$ cat config.mk
export PLATFORM = sky130hd
export DESIGN_NAME = full_poll_burst_detector
export DESIGN_NICKNAME = d
export VERILOG_FILES = /design/src/sv/fpbd_pkg.sv /design/src/sv/fpbd_cell.sv /design/src/sv/full_poll_burst_detector.sv
export SDC_FILE = /design/constraint.sdc
export NUM_CORES = 1
export LEC_CHECK = 0
export ABC_AREA = 1
export BUFFER_PORTS_ARGS = -buffer_cell sky130_fd_sc_hd__buf_2
export CAP_MARGIN = 20
export CORE_ASPECT_RATIO = 1.1
export CORE_MARGIN = 5
export CORE_UTILIZATION = 57
export DETAILED_ROUTE_END_ITERATION = 8
export PLACE_DENSITY = 0.77
export SYNTH_ARGS = -nofsm -noshare
export SYNTH_HDL_FRONTEND = slang
export SYNTH_SLANG_ARGS = --single-unit
$ cat constraint.sdc
create_clock -name i_clk -period 5.3 [get_ports i_clk]
set_clock_uncertainty 0.05 [all_clocks]
set_input_delay 0.795 -clock i_clk [delete_from_list [all_inputs] [get_ports i_clk]]
set_output_delay 0.795 -clock i_clk [all_outputs]
set_load 0.05 [all_outputs]
$ cat src/sv/fpbd_pkg.sv
// Package for the full-poll burst detector: beat types, the cell control struct,
// register index codes and width constants. No dependencies.
package fpbd_pkg;

    localparam int TIME_W         = 48;
    localparam int MASK_W         = 3;
    localparam int COUNT_W        = 32;
    localparam int CFG_IDX_W      = 2;
    localparam int CFG_DATA_W     = 16;
    localparam int CONTIG_W       = 12;
    localparam int WINDOW_W       = 16;
    localparam int MS_PER_SEC     = 1000;
    // Thresholds are kept in milliseconds: 4095 s and 65535 s scaled by 1000.
    localparam int CONTIG_MS_W    = 22;
    localparam int WINDOW_MS_W    = 26;
    localparam int RING_DEPTH_DEF = 8;

    localparam logic [MASK_W-1:0]      ALL_REQUESTS  = 3'b111;
    localparam logic [COUNT_W-1:0]     COUNT_MAX     = '1;
    localparam logic [CONTIG_MS_W-1:0] CONTIG_MS_RST = 22'd2000;
    localparam logic [WINDOW_MS_W-1:0] WINDOW_MS_RST = 26'd60000;

    typedef enum logic [CFG_IDX_W-1:0] {
        CFG_ENABLE = 2'd0,
        CFG_CONTIG = 2'd1,
        CFG_WINDOW = 2'd2
    } t_cfg_idx;

    typedef struct packed {
        logic [MASK_W-1:0] request_mask;
        logic [TIME_W-1:0] now_ms;
    } t_in_beat;

    typedef struct packed {
        logic               complete;
        logic               alarm;
        logic [COUNT_W-1:0] alarm_count;
    } t_out_beat;

    typedef struct packed {
        logic advance;  // take the neighbor's record, ring moves one place
        logic store;    // overwrite own time with the event time
    } t_cell_ctl;

endpackage

$ cat src/sv/fpbd_cell.sv
// One cell of the record-time chain: a 48-bit record time and an occupied flag.
// Depends on fpbd_pkg.
module fpbd_cell
    import fpbd_pkg::*;
(
    input  logic              i_clk,
    input  logic              i_rst_n,
    input  t_cell_ctl         i_ctl,
    input  logic [TIME_W-1:0] i_prev_time,
    input  logic              i_prev_valid,
    input  logic [TIME_W-1:0] i_now,
    output logic [TIME_W-1:0] o_time,
    output logic              o_valid
);

    logic [TIME_W-1:0] r_time;
    logic              r_valid;

    always_ff @(posedge i_clk) begin
        if (!i_rst_n) begin
            r_time  <= '0;
            r_valid <= 1'b0;
        end else if (i_ctl.advance) begin
            r_time  <= i_prev_time;
            r_valid <= i_prev_valid;
        end else if (i_ctl.store) begin
            r_time  <= i_now;
        end
    end

    assign o_time  = r_time;
    assign o_valid = r_valid;

endmodule

$ cat src/sv/full_poll_burst_detector.sv
// Full-poll burst detector. An accepted event beat's result is registered and shows in the
// cycle after. Throughput: one event per cycle; the head cell time, the mask and the counter
// are read and rewritten in the same cycle. The input stalls only while a result is held by
// an output stall. Reset (synchronous, active low) clears the cells, the mask and the
// alarm counter and restores the register defaults at once; there is no clearing pass.
module full_poll_burst_detector
    import fpbd_pkg::*;
#(
    parameter int RING_DEPTH = RING_DEPTH_DEF
) (
    input  logic                  i_clk,
    input  logic                  i_rst_n,
    input  logic                  i_in_valid,
    output logic                  o_in_stall,
    input  t_in_beat              i_in_data,
    output logic                  o_out_valid,
    input  logic                  i_out_stall,
    output t_out_beat             o_out_data,
    input  logic                  i_cfg_we,
    input  logic [CFG_IDX_W-1:0]  i_cfg_idx,
    input  logic [CFG_DATA_W-1:0] i_cfg_data
);

    // Configuration, thresholds held in milliseconds.
    logic                   r_enable;
    logic [CONTIG_MS_W-1:0] r_contig_ms;
    logic [WINDOW_MS_W-1:0] r_window_ms;

    always_ff @(posedge i_clk) begin
        if (!i_rst_n) begin
            r_enable    <= 1'b1;
            r_contig_ms <= CONTIG_MS_RST;
            r_window_ms <= WINDOW_MS_RST;
        end else if (i_cfg_we) begin
            case (i_cfg_idx)
                CFG_ENABLE: r_enable <= i_cfg_data[0];
                CFG_CONTIG: r_contig_ms <= CONTIG_MS_W'(i_cfg_data[CONTIG_W-1:0])
                                         * CONTIG_MS_W'(MS_PER_SEC);
                CFG_WINDOW: r_window_ms <= WINDOW_MS_W'(i_cfg_data[WINDOW_W-1:0])
                                         * WINDOW_MS_W'(MS_PER_SEC);
                default: ;
            endcase
        end
    end

    logic              r_out_valid;
    t_out_beat         r_out;
    logic [MASK_W-1:0] r_mask;
    logic [COUNT_W-1:0] r_total;

    logic              w_in_acc;
    logic              w_event;
    logic [TIME_W-1:0] w_time [RING_DEPTH];
    logic              w_valid [RING_DEPTH];
    logic [TIME_W-1:0] w_gap;
    logic [TIME_W-1:0] w_span;
    logic [MASK_W-1:0] w_mask;
    logic              w_complete;
    logic              w_alarm;
    logic [COUNT_W-1:0] n_total;
    t_cell_ctl         w_ctl_head;
    t_cell_ctl         w_ctl_body;

    assign o_in_stall = r_out_valid && i_out_stall;
    assign w_in_acc   = i_in_valid && !o_in_stall;
    assign w_event    = w_in_acc && r_enable;

    // Cell 0 holds the record being filled; the last cell holds the oldest record
    // once the ring is full.
    assign w_gap      = i_in_data.now_ms - w_time[0];
    assign w_span     = i_in_data.now_ms - w_time[RING_DEPTH-1];
    assign w_mask     = ((w_gap >= TIME_W'(r_contig_ms)) ? '0 : r_mask)
                        | i_in_data.request_mask;
    assign w_complete = w_event && (w_mask == ALL_REQUESTS);
    assign w_alarm    = w_complete && w_valid[RING_DEPTH-1]
                        && (w_span < TIME_W'(r_window_ms));
    assign n_total    = (w_alarm && (r_total != COUNT_MAX)) ? r_total + 1'b1 : r_total;

    assign w_ctl_head = '{advance: w_complete, store: w_event};
    assign w_ctl_body = '{advance: w_complete, store: 1'b0};

    genvar g;
    generate
        for (g = 0; g < RING_DEPTH; g++) begin : g_cell
            if (g == 0) begin : g_head
                // A completed record starts a fresh one with time zero.
                fpbd_cell u_cell (
                    .i_clk        (i_clk),
                    .i_rst_n      (i_rst_n),
                    .i_ctl        (w_ctl_head),
                    .i_prev_time  ('0),
                    .i_prev_valid (1'b1),
                    .i_now        (i_in_data.now_ms),
                    .o_time       (w_time[g]),
                    .o_valid      (w_valid[g])
                );
            end else if (g == 1) begin : g_second
                // The completed record moves here carrying the event time.
                fpbd_cell u_cell (
                    .i_clk        (i_clk),
                    .i_rst_n      (i_rst_n),
                    .i_ctl        (w_ctl_body),
                    .i_prev_time  (i_in_data.now_ms),
                    .i_prev_valid (1'b1),
                    .i_now        (i_in_data.now_ms),
                    .o_time       (w_time[g]),
                    .o_valid      (w_valid[g])
                );
            end else begin : g_body
                fpbd_cell u_cell (
                    .i_clk        (i_clk),
                    .i_rst_n      (i_rst_n),
                    .i_ctl        (w_ctl_body),
                    .i_prev_time  (w_time[g-1]),
                    .i_prev_valid (w_valid[g-1]),
                    .i_now        (i_in_data.now_ms),
                    .o_time       (w_time[g]),
                    .o_valid      (w_valid[g])
                );
            end
        end
    endgenerate

    always_ff @(posedge i_clk) begin
        if (!i_rst_n) begin
            r_mask  <= '0;
            r_total <= '0;
        end else if (w_event) begin
            r_mask  <= w_complete ? '0 : w_mask;
            r_total <= n_total;
        end
    end

    always_ff @(posedge i_clk) begin
        if (!i_rst_n) begin
            r_out_valid <= 1'b0;
        end else if (w_in_acc) begin
            r_out_valid <= 1'b1;
        end else if (!i_out_stall) begin
            r_out_valid <= 1'b0;
        end
    end

    always_ff @(posedge i_clk) begin
        if (w_in_acc) begin
            r_out.complete    <= w_complete;
            r_out.alarm       <= w_alarm;
            r_out.alarm_count <= n_total;
        end
    end

    assign o_out_valid = r_out_valid;
    assign o_out_data  = r_out;

`ifndef SYNTHESIS
    a_alarm_needs_complete: assert property (@(posedge i_clk) disable iff (!i_rst_n)
        o_out_valid && o_out_data.alarm |-> o_out_data.complete)
        else $error("alarm reported without a complete poll");

    a_total_steps_by_one: assert property (@(posedge i_clk) disable iff (!i_rst_n)
        1'b1 |=> (r_total == $past(r_total)) || (r_total == $past(r_total) + 1'b1))
        else $error("alarm counter jumped");

    a_ring_fills_in_order: assert property (@(posedge i_clk) disable iff (!i_rst_n)
        w_valid[RING_DEPTH-1] |-> w_valid[1])
        else $error("ring occupancy out of order");

    a_no_alarm_when_disabled: assert property (@(posedge i_clk) disable iff (!i_rst_n)
        w_in_acc && !r_enable |=> !o_out_data.complete && !o_out_data.alarm)
        else $error("event processed while disabled");
`endif

endmodule
* Word-level counts from Yosys, hierarchy flattened
Index checks and enable logic that the tools add are counted.
** Operators by class
- Add/sub/neg operators :: 3
- $mul :: 2
- $lt $le $gt $ge :: 2
- Eq/ne operators :: 5
- Muxes and demuxes :: 5
- Bitwise gates (word level) :: 2
- Reductions and logical operators :: 13
** Operators with widths (count)
- 48-bit subtractor :: 2
- 48-bit by 22-bit >= comparator with 1-bit output :: 1
- 48-bit by 26-bit less-than comparator with 1-bit output :: 1
- 32-bit by 1-bit adder with 32-bit output (second input constant) :: 1
- 32-bit 2-to-1 mux :: 1
- 32-bit inequality test (second input constant) :: 1
- 16-bit by 7-bit multiplier with 23-bit output (second input constant) :: 1
- 12-bit by 7-bit multiplier with 19-bit output (second input constant) :: 1
- 1-bit logical AND :: 7
- 3-bit 2-to-1 mux :: 2
- 2-bit AND reduction :: 3
- 3-bit == test (second input constant) :: 1
- 3-bit bitwise OR :: 1
- 2-bit by 1-bit == test with 1-bit output (second input constant) :: 1
- 2-bit == test (second input constant) :: 1
- 2-bit zero test :: 1
- 1-bit 2-to-1 mux :: 2
- 2-bit by 1-bit inequality test with 1-bit output (second input constant) :: 1
- 2-bit OR reduction :: 1
- 1-bit zero test :: 1
- 1-bit inverter :: 1
** Word-level totals
- Register bits after elaboration :: 504
- Bits of input ports :: 74
- Output and inout bits :: 36
- Word-level logic and storage cells :: 56

* Depth between registers and ports, before layout
- Depth after elaboration :: 10
- Mapped depth :: 35
- Gate-level depth less buffers :: 34

* Modules after synthesis
Synthesis repeated with hierarchy kept, for this count alone.
** Second synthesis, totals
- Cell total of the unflattened synthesis :: 5703
- Area total of the unflattened synthesis :: 36078.4 µm²
** Modules (own cells, without submodules)
- fpbd_cell :: times used 8, cells each 368, area each 2371.0 µm², sequential area each 980.9 µm²
- full_poll_burst_detector :: times used 1, cells each 2759, area each 17110.2 µm², sequential area each 2602.5 µm²

* Worst setup path before layout
Ideal clock, no wire load.
- Path type :: input -> register
- Start point :: input port i_cfg_data[0]
- End point :: register r_window_ms[24]
- Library setup time :: 109 ps
- Arrival :: 4938 ps
- Required time :: 5141 ps
- Slack :: 202 ps
- Stages on the path :: 26
- Path buffers :: 0
- Cells stage by stage :: fa_1 inv_1 fa_1 fa_1 inv_1 fa_1 ha_1 a21oi_1 nand2_1 nand2_1 nand2_1 nand2_1 nand2_1 a21oi_1 o21bai_1 a21oi_1 o21ai_0 nand3_1 and2_1 nor2_1 o21ai_0 nand2_1 nand2_1 nand3_1 nand2_1 inv_1
** On the way
- Word-level cells in the longest chain between the ends :: 1
** Ends and longest elaborated chain
- start: declaration :: RTL line full_poll_burst_detector.sv:21 : input logic [CFG_DATA_W-1:0] i_cfg_data
- 16-bit by 7-bit multiplier with 23-bit output :: RTL line full_poll_burst_detector.sv:40 : * WINDOW_MS_W'(MS_PER_SEC);
- end signal: assignment :: RTL line full_poll_burst_detector.sv:39 : CFG_WINDOW: r_window_ms <= WINDOW_MS_W'(i_cfg_data[WINDOW_W-1:0])
- end: declaration :: RTL line full_poll_burst_detector.sv:27 : logic [WINDOW_MS_W-1:0] r_window_ms;
Every way passes these cells.
A chain may end at the register's enable or synchronous reset.

* Worst setup path after layout
- Start point :: input port i_in_data[0] (netlist bit)
- End point :: register g_cell[7].g_body.u_cell.r_time[39]
** On the way
- Word-level cells in the longest chain between the ends :: 6
** Ends and longest elaborated chain
- start: declaration :: RTL line full_poll_burst_detector.sv:15 : input t_in_beat i_in_data,
- 48-bit subtractor :: RTL line full_poll_burst_detector.sv:70 : assign w_gap = i_in_data.now_ms - w_time[0];
- 48-bit by 22-bit >= comparator with 1-bit output :: RTL line full_poll_burst_detector.sv:72 : assign w_mask = ((w_gap >= TIME_W'(r_contig_ms)) ? '0 : r_mask)
- 3-bit 2-to-1 mux :: RTL line full_poll_burst_detector.sv:72
- 3-bit bitwise OR :: RTL line full_poll_burst_detector.sv:73 : | i_in_data.request_mask;
- 3-bit == test :: RTL line full_poll_burst_detector.sv:74 : assign w_complete = w_event && (w_mask == ALL_REQUESTS);
- 1-bit logical AND :: RTL line full_poll_burst_detector.sv:74
- end signal: assignment :: RTL line fpbd_cell.sv:24 : r_time <= i_prev_time;
- end signal: assignment :: RTL line fpbd_cell.sv:27 : r_time <= i_now;
- end: declaration :: RTL line fpbd_cell.sv:16 : logic [TIME_W-1:0] r_time;
Every way passes these cells.

==> out/metrics.cfg <==
[critical_path]
crit_family = simple AND/OR/NAND/NOR gates
cp-startpoint = i_in_data[0]
crit_end = g_cell[7].g_body.u_cell.o_time[39]
rr_endpoint = g_cell[7].g_body.u_cell.o_time[39]
r2r_slack_ns = 0.51
cp.arrival_ns = 5.39
crit_path_start_kind = input port
cp.required_ns = 5.73
path_depth = 33
critPathCaptureType = flip-flop
cp_num_buf_inv = 6
critPathMaxFanout = 32
critPathSlowestCell = fa_1
cpPeakStageDelay_ns = 0.41
reg2reg_from = g_cell[0].g_head.u_cell.o_time[6]
reg2regPathDepth = 32
crit_type = input port to flip-flop

[synthesis]
synth_cells = 4327
synth-seq-cells = 504
synth_seq_area_share = 0.348
synth_nets = 4666
yosysTopAreaCell = dfxtp_1
syn_area_sq_um = 30000
synth.top_cell.area_share = 0.314
async_flop_share = 0
ys_types = 46
yosys_warnings = 0
syn_avg_cell_area_sq_um = 6.92
yosys-top-cells-area = dfxtp_1 31%, nor2_1 11%, nand2_1 9.4%
dominantRegCellSynth = dfxtp_1
synth-edff-count = 34

[power_and_ir_drop]
p_sw_mw = 3.92
switching_share = 0.338
p_seq_frac = 0.349
design_power_total_mw = 11.6
p_int_mw = 7.66
p_clk_frac = 0.326
p_per_area_nw_per_um2 = 344
pwr-share-comb = 0.325
p_leak_nw = 16.5
ir_drop_mv = 0.379

[clock_network]
cts_tree = built
cts_sinks = 504
clock-root-buffer = clkbuf_16
clkSlewWorstSetupHoldPaths_ns = 0.06
htree_levels = 2
clkLatencyLatePin_ns = 0.61
max-clock-path-buffers = 3
cts_made_buffers = 51
cts-hold-fix-buffers = 0

[floorplanning]
die-area_sq_um = 57200
start_util = 0.573
rows = 88
io_pins = 110
coreArea_sq_um = 52300
die_x_um = 229
chipHeight_um = 250

[worst_hold_path]
holdPathStages = 3
hp-class = input port to flip-flop

[sta]
finalHoldViolCount = 0
fmax_ghz = 0.202
layout_min_cycle_time_ns = 4.96
rsz0062_at_grt = no
period_share = 0.936
tightest_slew_ns = 0.982
whs_ns = 0.415
finalSetupViolCount = 0
slew_headroom = 0.345
setup_tns_ns = 0
final-max-slew-violation-count = 0
layout_setup_ws_ns = 0.340

[finish]
drive_gt1_frac = 0.0774
fin_nets = 4806
ff_latch_area_sq_um = 10400
syn_to_final_growth_pct = 12.3
fillers = 4810
final_util = 0.643
multi_input_area_sq_um = 16800

[detailed_routing]
drtAntennaViolNets = 0
drt_iter0_drc = 2327
drt-total-wl_mm = 84.8
vias = 28100
drtPass1Iterations = 7
wl_per_cell_um = 16.4
route.detailed.drc = 0
routed_via_density = 5.42

[grt]
grtUsageTotal = 0.287
grt_remaining_overflow = 0
grt_pass1_wl_mm = 135
grt_pass1_vias = 25800
grt_max_degree = 180
antenna_found_initial = 1

[place]
io_buffers = 109
post-place-ws_ns = -0.246
gp_congestion = 1.03
hpwl_mm = 65.4

[run_status]
status = completed

[run]
drv_cap = 0

==> cells in the mapped netlist, types with 27 or more instances <==
cell	n
xnor2_1	27
buf_2	73
xor2_1	55
nor2_1	911
a21oi_1	249
inv_1	542
o21ai_1	41
ha_1	207
nor3_1	40
fa_1	58
nand2_1	750
edfxtp_1	34
nand3_1	150
clkbuf_1	74
a211oi_1	48
o21ai_0	399
nand4_1	71
dfxtp_1	470
==> power by group through the flow <==
stage	combinational [mW]	sequential, mW	clock (mW)
3_5_place_dp	3.69	4.12	0
5_1_grt	4.20	4.06	4.00
3_3_place_gp	3.64	4.12	0
4_1_cts	3.72	4.04	3.83
6_report	3.76	4.04	3.77
2_1_floorplan	2.44	4.16	0
==> state kept, by name, indices dropped and copies added, names as in the netlist <==
register	cells
g_cell.g_body.u_cell.o_time	288
g_cell.g_head.u_cell.o_time	48
g_cell.g_second.u_cell.o_time	48
o_out_data	34
r_total	32
r_window_ms	23
r_contig_ms	19
g_cell.g_body.u_cell.o_valid	6
r_mask	3
g_cell.g_second.u_cell.o_valid	1
o_out_valid	1
r_enable	1
==> kinds of logic after synthesis <==
family | Yosys count | share of synthesized area
buffers and inverters | 695 | 0.0905
DFF | 504 | 0.348
and+or+nand+nor | 1972 | 0.267
xor gates and xnor gates | 82 | 0.0240
AOI/OAI and AO/OA | 809 | 0.145
adders and majority gates | 265 | 0.125
==> metal layers <==
metal | share of wire | track usage | vias up
li1 | - | - | 14200
met1 | 0.45 | 0.404 | 12900
met2 | 0.45 | 0.463 | 779
met3 | 0.063 | 0.0382 | 152
met4 | 0.032 | 0.0885 | 0
met5 | 0 | 0 | -
==> placed cells by master (no fill, tap or decap), types with 108 or more instances in the layout <==
master	count
buf_4	114
inv_1	541
nand3_1	150
ha_1	207
a21oi_1	249
nor2_1	909
buf_2	108
nand2_1	748
dfxtp_1	470
o21ai_0	398
==> area by class of cell <==
class,count,share of cell area
Antenna cell,1,0.0000744
Clock buffer,82,0.0487
Clock inverter,12,0.00435
Inverter,546,0.0612
Multi-Input combinational cell,3128,0.501
Sequential cell,504,0.310
Tap cell,675,0.0251
Timing Repair Buffer,236,0.0497
==> worst reg2reg max path: cells and delay by family, from the launching register on <==
family          cells  cell delay, ns
compound gates      3            0.44
xor+xnor            1            0.25
fa+ha+maj           2            0.67
buf+inv             6            0.83
flops               1            0.30
simple gates       20            2.14
==> worst min path at each step <==
stage | from | to | slack (ns)
floorplan | r_window_ms[3] | r_window_ms[3] | 0.38
global placement | r_window_ms[3] | r_window_ms[3] | 0.40
detailed placement | g_cell[0].g_head.u_cell.o_time[11] | g_cell[0].g_head.u_cell.o_time[11] | 0.40
CTS | i_cfg_idx[1] | r_enable | 0.40
global route | g_cell[0].g_head.u_cell.o_time[16] | g_cell[0].g_head.u_cell.o_time[16] | 0.43
finish | i_cfg_idx[1] | r_enable | 0.41
==> repair_timing <==
item / 4_1_cts / 5_1_grt
resized for setup: 0 / 2
buffers inserted: 0 / 0
endpoints found under the setup margin: 0 / 15
==> through the flow <==
step	std cells	instance area (sq um)
global route	5184	33600
finish	5184	33600
floorplan	4327	30000
CTS	5182	33600
global placement	5088	31800
detailed placement	5088	31800
Note: power is estimated with default switching activity, not from simulation.
